**config.mk**
```make
export PLATFORM = sky130hd
export DESIGN_NAME = pulse_oscillator_with_droop
export DESIGN_NICKNAME = d
export VERILOG_FILES = /design/src/rtl/core/pod_pkg.sv /design/src/rtl/core/pod_step.sv /design/src/rtl/core/pulse_oscillator_with_droop.sv
export SDC_FILE = /design/constraint.sdc
export NUM_CORES = 2
export LEC_CHECK = 0
export BUFFER_PORTS_ARGS = -buffer_cell sky130_fd_sc_hd__buf_2
export CAP_MARGIN = 10
export CORE_ASPECT_RATIO = 2
export CORE_UTILIZATION = 30
export DETAILED_ROUTE_END_ITERATION = 10
export SYNTH_ARGS = -nofsm -noshare
export SYNTH_HDL_FRONTEND = slang
export SYNTH_SLANG_ARGS = --single-unit
```
**constraint.sdc**
```tcl
create_clock -name clk -period 18.6 [get_ports clk]
set_input_delay 0.93 -clock clk [delete_from_list [all_inputs] [get_ports clk]]
set_output_delay 0.93 -clock clk [all_outputs]
set_load 0.01 [all_outputs]
```
**src/rtl/core/pod_pkg.sv**
```systemverilog
// Package with the payload types, state type, constants and arithmetic helpers of the pulse oscillator.
`timescale 1ns / 1ps

package pod_pkg;

  localparam int PHASE_FRAC_BITS = 24;
  localparam int SAMPLE_BITS     = 16;
  localparam int STEP_W          = 25;
  localparam int WIDTH_W         = 16;
  localparam int LVL_EXTRA       = 16;
  localparam int INT_W           = 40;
  localparam int OUT_W           = 24;
  localparam int PH_W            = PHASE_FRAC_BITS + 4;
  localparam int KMUL_W          = 18;
  localparam int K_SHIFT         = 24;
  localparam int KW_W            = 16;

  localparam logic [KMUL_W-1:0] K_008  = KMUL_W'(134218);
  localparam logic [KMUL_W-1:0] K_320  = KMUL_W'(52429);
  localparam logic [KMUL_W-1:0] K_0004 = KMUL_W'(6711);
  localparam logic [KW_W-1:0]   K_094  = KW_W'(61604);

  localparam logic signed [PH_W-1:0] PH_ONE = PH_W'(1) << PHASE_FRAC_BITS;
  localparam longint unsigned THR_VAL =
    ((64'd45 << PHASE_FRAC_BITS) + 64'd50) / 64'd100;
  localparam logic signed [PH_W-1:0] PH_THR = PH_W'(THR_VAL);

  localparam logic [INT_W+KMUL_W-1:0] MULK_RND = (INT_W+KMUL_W)'(1) << (K_SHIFT - 1);

  typedef struct packed {
    logic signed [STEP_W-1:0]      phase_step;
    logic signed [SAMPLE_BITS-1:0] amplitude;
    logic [WIDTH_W-1:0]            pulse_width;
    logic                          hard_sync;
  } pod_in_t;

  typedef struct packed {
    logic signed [OUT_W-1:0] sample_out;
    logic                    sync_pulse;
  } pod_out_t;

  // When step_pend is set, slope holds the slope taken at the last edge and the
  // decay step derived from it has not yet been folded in.
  typedef struct packed {
    logic signed [PH_W-1:0]  phase;
    logic                    polarity_negative;
    logic                    trigger_latched;
    logic                    sync_level;
    logic signed [INT_W-1:0] level;
    logic signed [INT_W-1:0] slope;
    logic signed [INT_W-1:0] slope_step;
    logic                    step_pend;
  } pod_state_t;

  // Product with a Q0.24 constant, rounded to nearest with halves away from zero.
  function automatic logic signed [INT_W-1:0] mulk(input logic signed [INT_W-1:0] x,
                                                   input logic [KMUL_W-1:0] k);
    logic [INT_W-1:0]        mag;
    logic [INT_W+KMUL_W-1:0] prod;
    logic [INT_W-1:0]        r;
    mag  = x[INT_W-1] ? (~$unsigned(x) + 1'b1) : $unsigned(x);
    prod = {{KMUL_W{1'b0}}, mag} * {{INT_W{1'b0}}, k};
    r    = INT_W'((prod + MULK_RND) >> K_SHIFT);
    return x[INT_W-1] ? $signed(~r + 1'b1) : $signed(r);
  endfunction

  function automatic logic signed [INT_W-1:0] sat_int(input logic signed [INT_W+1:0] x);
    if (x[INT_W+1:INT_W-1] == '0 || x[INT_W+1:INT_W-1] == '1) begin
      return x[INT_W-1:0];
    end else if (x[INT_W+1]) begin
      return {1'b1, {(INT_W-1){1'b0}}};
    end else begin
      return {1'b0, {(INT_W-1){1'b1}}};
    end
  endfunction

endpackage

```
**src/rtl/core/pod_step.sv**
```systemverilog
// Next-state and result logic for one oscillator sample.
`timescale 1ns / 1ps

module pod_step import pod_pkg::*; (
  input  pod_state_t st,
  input  pod_in_t    req,
  output pod_state_t nxt,
  output pod_out_t   res,
  output logic       res_valid
);

  localparam int INC_SHL = (PHASE_FRAC_BITS >= 24) ? PHASE_FRAC_BITS - 24 : 0;
  localparam int INC_SHR = (PHASE_FRAC_BITS < 24) ? 24 - PHASE_FRAC_BITS : 0;
  localparam int INC_W   = STEP_W + INC_SHL;
  localparam int OFF_SHR = 32 - PHASE_FRAC_BITS;

  logic [STEP_W-1:0]         mag;
  logic [INC_W-1:0]          inc_wide;
  logic signed [PH_W-1:0]    inc;
  logic signed [PH_W-1:0]    ph0;
  logic signed [PH_W-1:0]    ph1;
  logic signed [PH_W-1:0]    ph2;
  logic                      pol0;
  logic                      wrap;
  logic                      trig1;
  logic                      sync1;
  logic [WIDTH_W+KW_W-1:0]   off_prod;
  logic signed [PH_W-1:0]    off_ph;
  logic signed [INT_W-1:0]   amp_l;
  logic signed [INT_W-1:0]   ramp;
  logic signed [INT_W-1:0]   lvl_w;
  logic signed [INT_W-1:0]   slope0;
  logic signed [INT_W-1:0]   sc;
  logic signed [INT_W-1:0]   slope_t;
  logic signed [INT_W-1:0]   step_t;
  logic signed [INT_W-1:0]   slope_n;
  logic signed [INT_W-1:0]   level_new;

  always_comb begin
    mag      = req.phase_step[STEP_W-1] ? (~$unsigned(req.phase_step) + 1'b1)
                                        : $unsigned(req.phase_step);
    inc_wide = (INC_W'(mag) << INC_SHL) >> INC_SHR;
    inc      = $signed(PH_W'(inc_wide));

    ph0  = req.hard_sync ? PH_ONE : st.phase;
    pol0 = req.hard_sync ? 1'b0 : st.polarity_negative;
    ph1  = ph0 + inc;

    trig1 = st.trigger_latched;
    sync1 = st.sync_level;
    if (ph1 >= PH_THR && pol0) begin
      if (!st.trigger_latched) begin
        trig1 = 1'b1;
        sync1 = 1'b1;
      end else if (st.sync_level) begin
        sync1 = 1'b0;
      end
    end

    wrap     = ph1 >= PH_ONE;
    off_prod = {{KW_W{1'b0}}, req.pulse_width} * {{WIDTH_W{1'b0}}, K_094};
    off_ph   = $signed(PH_W'(off_prod >> OFF_SHR));
    ph2      = pol0 ? (ph1 - PH_ONE - off_ph) : (ph1 - PH_ONE + off_ph);

    amp_l = (INT_W'(req.amplitude)) <<< LVL_EXTRA;
    ramp  = mulk(amp_l, K_0004);

    lvl_w  = pol0 ? sat_int((INT_W+2)'(st.level) - (INT_W+2)'(amp_l)) : amp_l;
    slope0 = -mulk(lvl_w, K_008);

    sc      = -mulk(st.slope, K_320);
    slope_t = st.step_pend ? sat_int((INT_W+2)'(st.slope) + (INT_W+2)'(sc)) : st.slope;
    step_t  = st.step_pend ? sc : st.slope_step;
    slope_n = sat_int((INT_W+2)'(slope_t) + (INT_W+2)'(step_t));

    nxt                   = st;
    nxt.phase             = ph0;
    nxt.polarity_negative = pol0;
    res_valid             = 1'b0;
    level_new             = st.level;

    if (mag != '0) begin
      res_valid           = 1'b1;
      nxt.phase           = ph1;
      nxt.trigger_latched = trig1;
      nxt.sync_level      = sync1;
      if (wrap) begin
        // The decay step of a new edge is folded in on the following sample.
        // Its sign always follows the edge slope, so the clamp is decided now.
        level_new             = sat_int((INT_W+2)'(lvl_w) + (INT_W+2)'(slope0));
        nxt.phase             = ph2;
        nxt.trigger_latched   = 1'b0;
        nxt.polarity_negative = !pol0;
        if ((!pol0 && slope0 > 0) || (pol0 && slope0 < 0)) begin
          nxt.slope      = pol0 ? -ramp : ramp;
          nxt.slope_step = '0;
          nxt.step_pend  = 1'b0;
        end else begin
          nxt.slope      = slope0;
          nxt.step_pend  = 1'b1;
        end
      end else begin
        level_new     = sat_int((INT_W+2)'(st.level) + (INT_W+2)'(slope_t));
        nxt.step_pend = 1'b0;
        if ((pol0 && slope_n > 0) || (!pol0 && slope_n < 0)) begin
          nxt.slope      = pol0 ? ramp : -ramp;
          nxt.slope_step = '0;
        end else begin
          nxt.slope      = slope_n;
          nxt.slope_step = step_t;
        end
      end
      nxt.level = level_new;
    end

    res.sample_out = OUT_W'(level_new >>> LVL_EXTRA);
    res.sync_pulse = nxt.sync_level;
  end

endmodule

```
**src/rtl/core/pulse_oscillator_with_droop.sv**
```systemverilog
// Top level of the pulse oscillator with sync output and droop.
// A request's result is registered in the output register, or in the skid register on a stall.
// Throughput: one request per clock while in_stall is low; the next state is combinational.
// A two-entry output stage (output register plus skid register) keeps input and output apart.
// Reset is synchronous and active low: phase returns to one, other state and valid flags clear.
// A request with zero phase step applies hard sync only and yields no result.
`timescale 1ns / 1ps

module pulse_oscillator_with_droop import pod_pkg::*; (
  input  logic     clk,
  input  logic     rst_n,
  input  logic     in_valid,
  output logic     in_stall,
  input  pod_in_t  in_data,
  output logic     out_valid,
  input  logic     out_stall,
  output pod_out_t out_data
);

  pod_state_t state_r;
  pod_state_t state_nxt;
  pod_state_t step_nxt;
  pod_out_t   res;
  logic       res_valid;
  logic       in_acc;
  logic       res_push;

  pod_out_t   out_data_r;
  pod_out_t   out_data_nxt;
  logic       out_valid_r;
  logic       out_valid_nxt;
  pod_out_t   skid_r;
  pod_out_t   skid_nxt;
  logic       skid_valid_r;
  logic       skid_valid_nxt;

  pod_step u_step (
    .st        (state_r),
    .req       (in_data),
    .nxt       (step_nxt),
    .res       (res),
    .res_valid (res_valid)
  );

  assign in_stall  = skid_valid_r;
  assign in_acc    = in_valid && !in_stall;
  assign res_push  = in_acc && res_valid;
  assign state_nxt = in_acc ? step_nxt : state_r;

  always_comb begin
    out_data_nxt   = out_data_r;
    out_valid_nxt  = out_valid_r;
    skid_nxt       = skid_r;
    skid_valid_nxt = skid_valid_r;
    if (!out_valid_r || !out_stall) begin
      out_valid_nxt  = skid_valid_r || res_push;
      out_data_nxt   = skid_valid_r ? skid_r : res;
      skid_valid_nxt = 1'b0;
    end else if (res_push) begin
      skid_nxt       = res;
      skid_valid_nxt = 1'b1;
    end
  end

  always_ff @(posedge clk) begin
    if (!rst_n) begin
      state_r.phase             <= PH_ONE;
      state_r.polarity_negative <= 1'b0;
      state_r.trigger_latched   <= 1'b0;
      state_r.sync_level        <= 1'b0;
      state_r.level             <= '0;
      state_r.slope             <= '0;
      state_r.slope_step        <= '0;
      state_r.step_pend         <= 1'b0;
      out_valid_r               <= 1'b0;
      skid_valid_r              <= 1'b0;
    end else begin
      state_r      <= state_nxt;
      out_valid_r  <= out_valid_nxt;
      skid_valid_r <= skid_valid_nxt;
    end
  end

  always_ff @(posedge clk) begin
    out_data_r <= out_data_nxt;
    skid_r     <= skid_nxt;
  end

  assign out_valid = out_valid_r;
  assign out_data  = out_data_r;

  a_skid_behind_out: assert property (@(posedge clk) disable iff (!rst_n)
    skid_valid_r |-> out_valid_r)
    else $error("skid register holds a result while the output register is empty");

  a_silent_keeps_state: assert property (@(posedge clk) disable iff (!rst_n)
    (in_acc && !res_valid && !in_data.hard_sync) |=> $stable(state_r))
    else $error("a silent request changed the oscillator state");

  a_edge_gives_result: assert property (@(posedge clk) disable iff (!rst_n)
    (in_acc && res_valid && step_nxt.step_pend) |=> out_valid_r)
    else $error("an edge request did not deliver a result");

endmodule

```
==> reports/metrics.cfg <==
[logic_synthesis]
seq_area_frac_synth_pct=7.31
yosys_warnings=0
synth_top_family_by_area=adder cells
synthArstFlopShare_pct=0
ys_seq_elements=204
synthXorXnorAreaFrac_pct=9.32
synth_area_per_cell_um2=8.13
synthCells=7716
muxShareOfSynthArea_pct=1.41
synth_compound_area_share_pct=19.6
synth_fa_ha_area_share_pct=38.4
synth-simple-area-share_pct=16.2
synth_edf_count=50
synth_cell_types=127
syn_area_um2=62700
synth_flop_cell=dfxtp_1

[clock_network]
clockBufferDepth=3
clkTransAtPathRegs_ps=90
cts-buffers-inserted=20
cts.sink_count=204
htreeDepth=1
cts_tree=yes
clock_latency_ps=600
cts_root_buffer=clkbuf_16

[run_status]
status=finished, violations left
violations=setup timing

[timing]
fin_crit_ps=19100
max_clock_freq_mhz=52.4
rsz0062_at_grt=yes
fin_hold_ws_ps=462
skew_ps=44.8
worst_slack_ps=-496
relSlewSlack_pct=12.7
slew_viol_final=0
tightest_slew_ps=1300
final_hold_viol_count=0
fin_crit_sh_pct=103
setup_violations=166

[global_route]
grt_pass1_wl_um=387000
grt_antenna_before_repair=22
first_global_vias=66400
overflow=0
globalRouteTotalUtil_pct=24.0
grt_max_degree=67

[die]
core.rowCount=237
pin_count=89
dieHeight_um=649
start_util_pct=30.1
die_w_um=325
dieArea_um2=211000
core_region_area_um2=208000

[critical_path]
r2r_slack_ps=-500
arrival_ps=19530
start_kind=register
slowest_delay_ps=570
criticalPathCategory=register to register
worstPathRequired_ps=19030
endpoint_kind=register
path_max_fanout=5
crit_top_cell=a21oi_2
crit_slowest_cell=fa_1

[job]
maxCapViolations=0

[layout]
stdcell_count=12000
final_nets=10900
drive_gt1_share_pct=25.6
nFillCells=21100
syn2layout_area_growth_pct=31.3
final_core_util_pct=39.6

[worst_hold_path]
min-delay-path-class=register to register

[routing]
num_vias=63200
routedWlPerCell_um=21.9
route.detailed.drc=0
ant_nets=0
drt-total-wl_um=262000
firstDrtPassIters=5
vias_per_cell=5.27
drt_iter0_markers=3061

[place]
dp_hpwl_um=222000
finalWeightedCongestion=1.03
dp_slack_ps=-2010
portBuffers=88
place_inst=11800

## critical path, delay by kind of cell, from the launching register on
family | cells | cell delay (ps)
AND/OR/NAND/NOR | 20 | 4540
buffers and inverters | 16 | 1990
flip-flops | 1 | 330
AO/OA/AOI/OAI | 39 | 7140
adder cells (fa/ha/maj) | 11 | 3950
XOR/XNOR | 6 | 960
## area by class of cell
type / instances / area (um^2) / share of cell area [%]
multi-input combinational: 6260 / 56700 / 68.9
timing repair buffer: 1678 / 12900 / 15.7
sequential: 204 / 4590 / 5.57
inverter: 1056 / 3980 / 4.83
tap: 2748 / 3440 / 4.18
clock buffer: 25 / 564 / 0.685
clock inverter: 11 / 100 / 0.122
antenna: 9 / 22.5 / 0.0273
## cell usage after synthesis (70+ instances only)
master / number / area [um^2]
a21o_1: 162 / 1220
a21oi_1: 466 / 2330
a31oi_1: 70 / 438
clkbuf_1: 200 / 751
dfxtp_1: 154 / 3080
fa_1: 549 / 11000
ha_1: 1031 / 12900
inv_1: 1053 / 3950
nand2_1: 526 / 1970
nand2b_1: 96 / 601
nand3_1: 137 / 686
nor2_1: 566 / 2120
nor2b_1: 83 / 519
nor3_1: 154 / 771
o21ai_0: 348 / 1740
o31ai_1: 145 / 1090
or3_1: 75 / 469
xnor2_1: 467 / 4090
xor2_1: 190 / 1660
## layout by cell type (no fill, tap or decap), types with 105 or more instances in the layout
| cell type | count |
|---|---|
| nand3_1 | 132 |
| a21o_1 | 161 |
| nor3_1 | 148 |
| xnor2_1 | 418 |
| a21oi_1 | 399 |
| buf_4 | 1520 |
| o31ai_1 | 105 |
| xor2_1 | 180 |
| inv_1 | 1027 |
| ha_1 | 968 |
| o21ai_0 | 287 |
| nor2_1 | 541 |
| dfxtp_1 | 151 |
| fa_1 | 542 |
| nand2_1 | 504 |
## stage by stage
step / TNS, ps / cell area [um^2]
after floorplan: 0 / 63100
after global placement: -276290 / 77000
after detailed placement: -274220 / 77000
after CTS: -29570 / 79900
after global routing: -159110 / 82300
final: -53500 / 82400
## timing repair
action / CTS / global route
resized for setup: 310 / 366
endpoints found under the setup margin: 168 / 168
gates cloned: 4 / 1
hold buffers: 0 / 0
pin swaps: 97 / 249
setup buffers: 95 / 79
## metal layers
metal / up-vias / track usage [%] / wire length [um]
met2: 1778 / 46.3 / 138000
met4: 24 / 24.2 / 32100
met3: 1050 / 3.21 / 10100
met1: 30400 / 20.5 / 81600
met5: - / 0.252 / 229
li1: 29900 / - / -
## final timing paths
check	to	from	depth (start not counted)
worst max-delay path	state_r[79]$_SDFFE_PN0P_	state_r[41]$_SDFFE_PN0P_	92
worst min-delay path	state_r[40]$_SDFFE_PN0P_	state_r[40]$_SDFFE_PN0P_	1
worst max register to register	state_r[79]$_SDFFE_PN0P_	state_r[41]$_SDFFE_PN0P_	92
worst min register to register	state_r[40]$_SDFFE_PN0P_	state_r[40]$_SDFFE_PN0P_	1
## registers in the layout, indices dropped and copies added (netlist names)
| signal | cells |
|---|---|
| in_stall | 1 |
| state_r | 152 |
| out_valid | 1 |
| out_data | 25 |
| skid_r | 25 |
## cells by family (layout without fill, tap and decap cells)
kind of cell,Yosys count,after routing
compound gates,1829,1829
xor+xnor,662,662
fa+ha+maj,1599,1599
buf+inv,1287,2770
flops,204,204
mux,82,82
other cells,2,46
simple gates,2051,2051
Power is not shown: default switching activity piles up to over one toggle a cycle in this logic, so the estimate is an artifact.
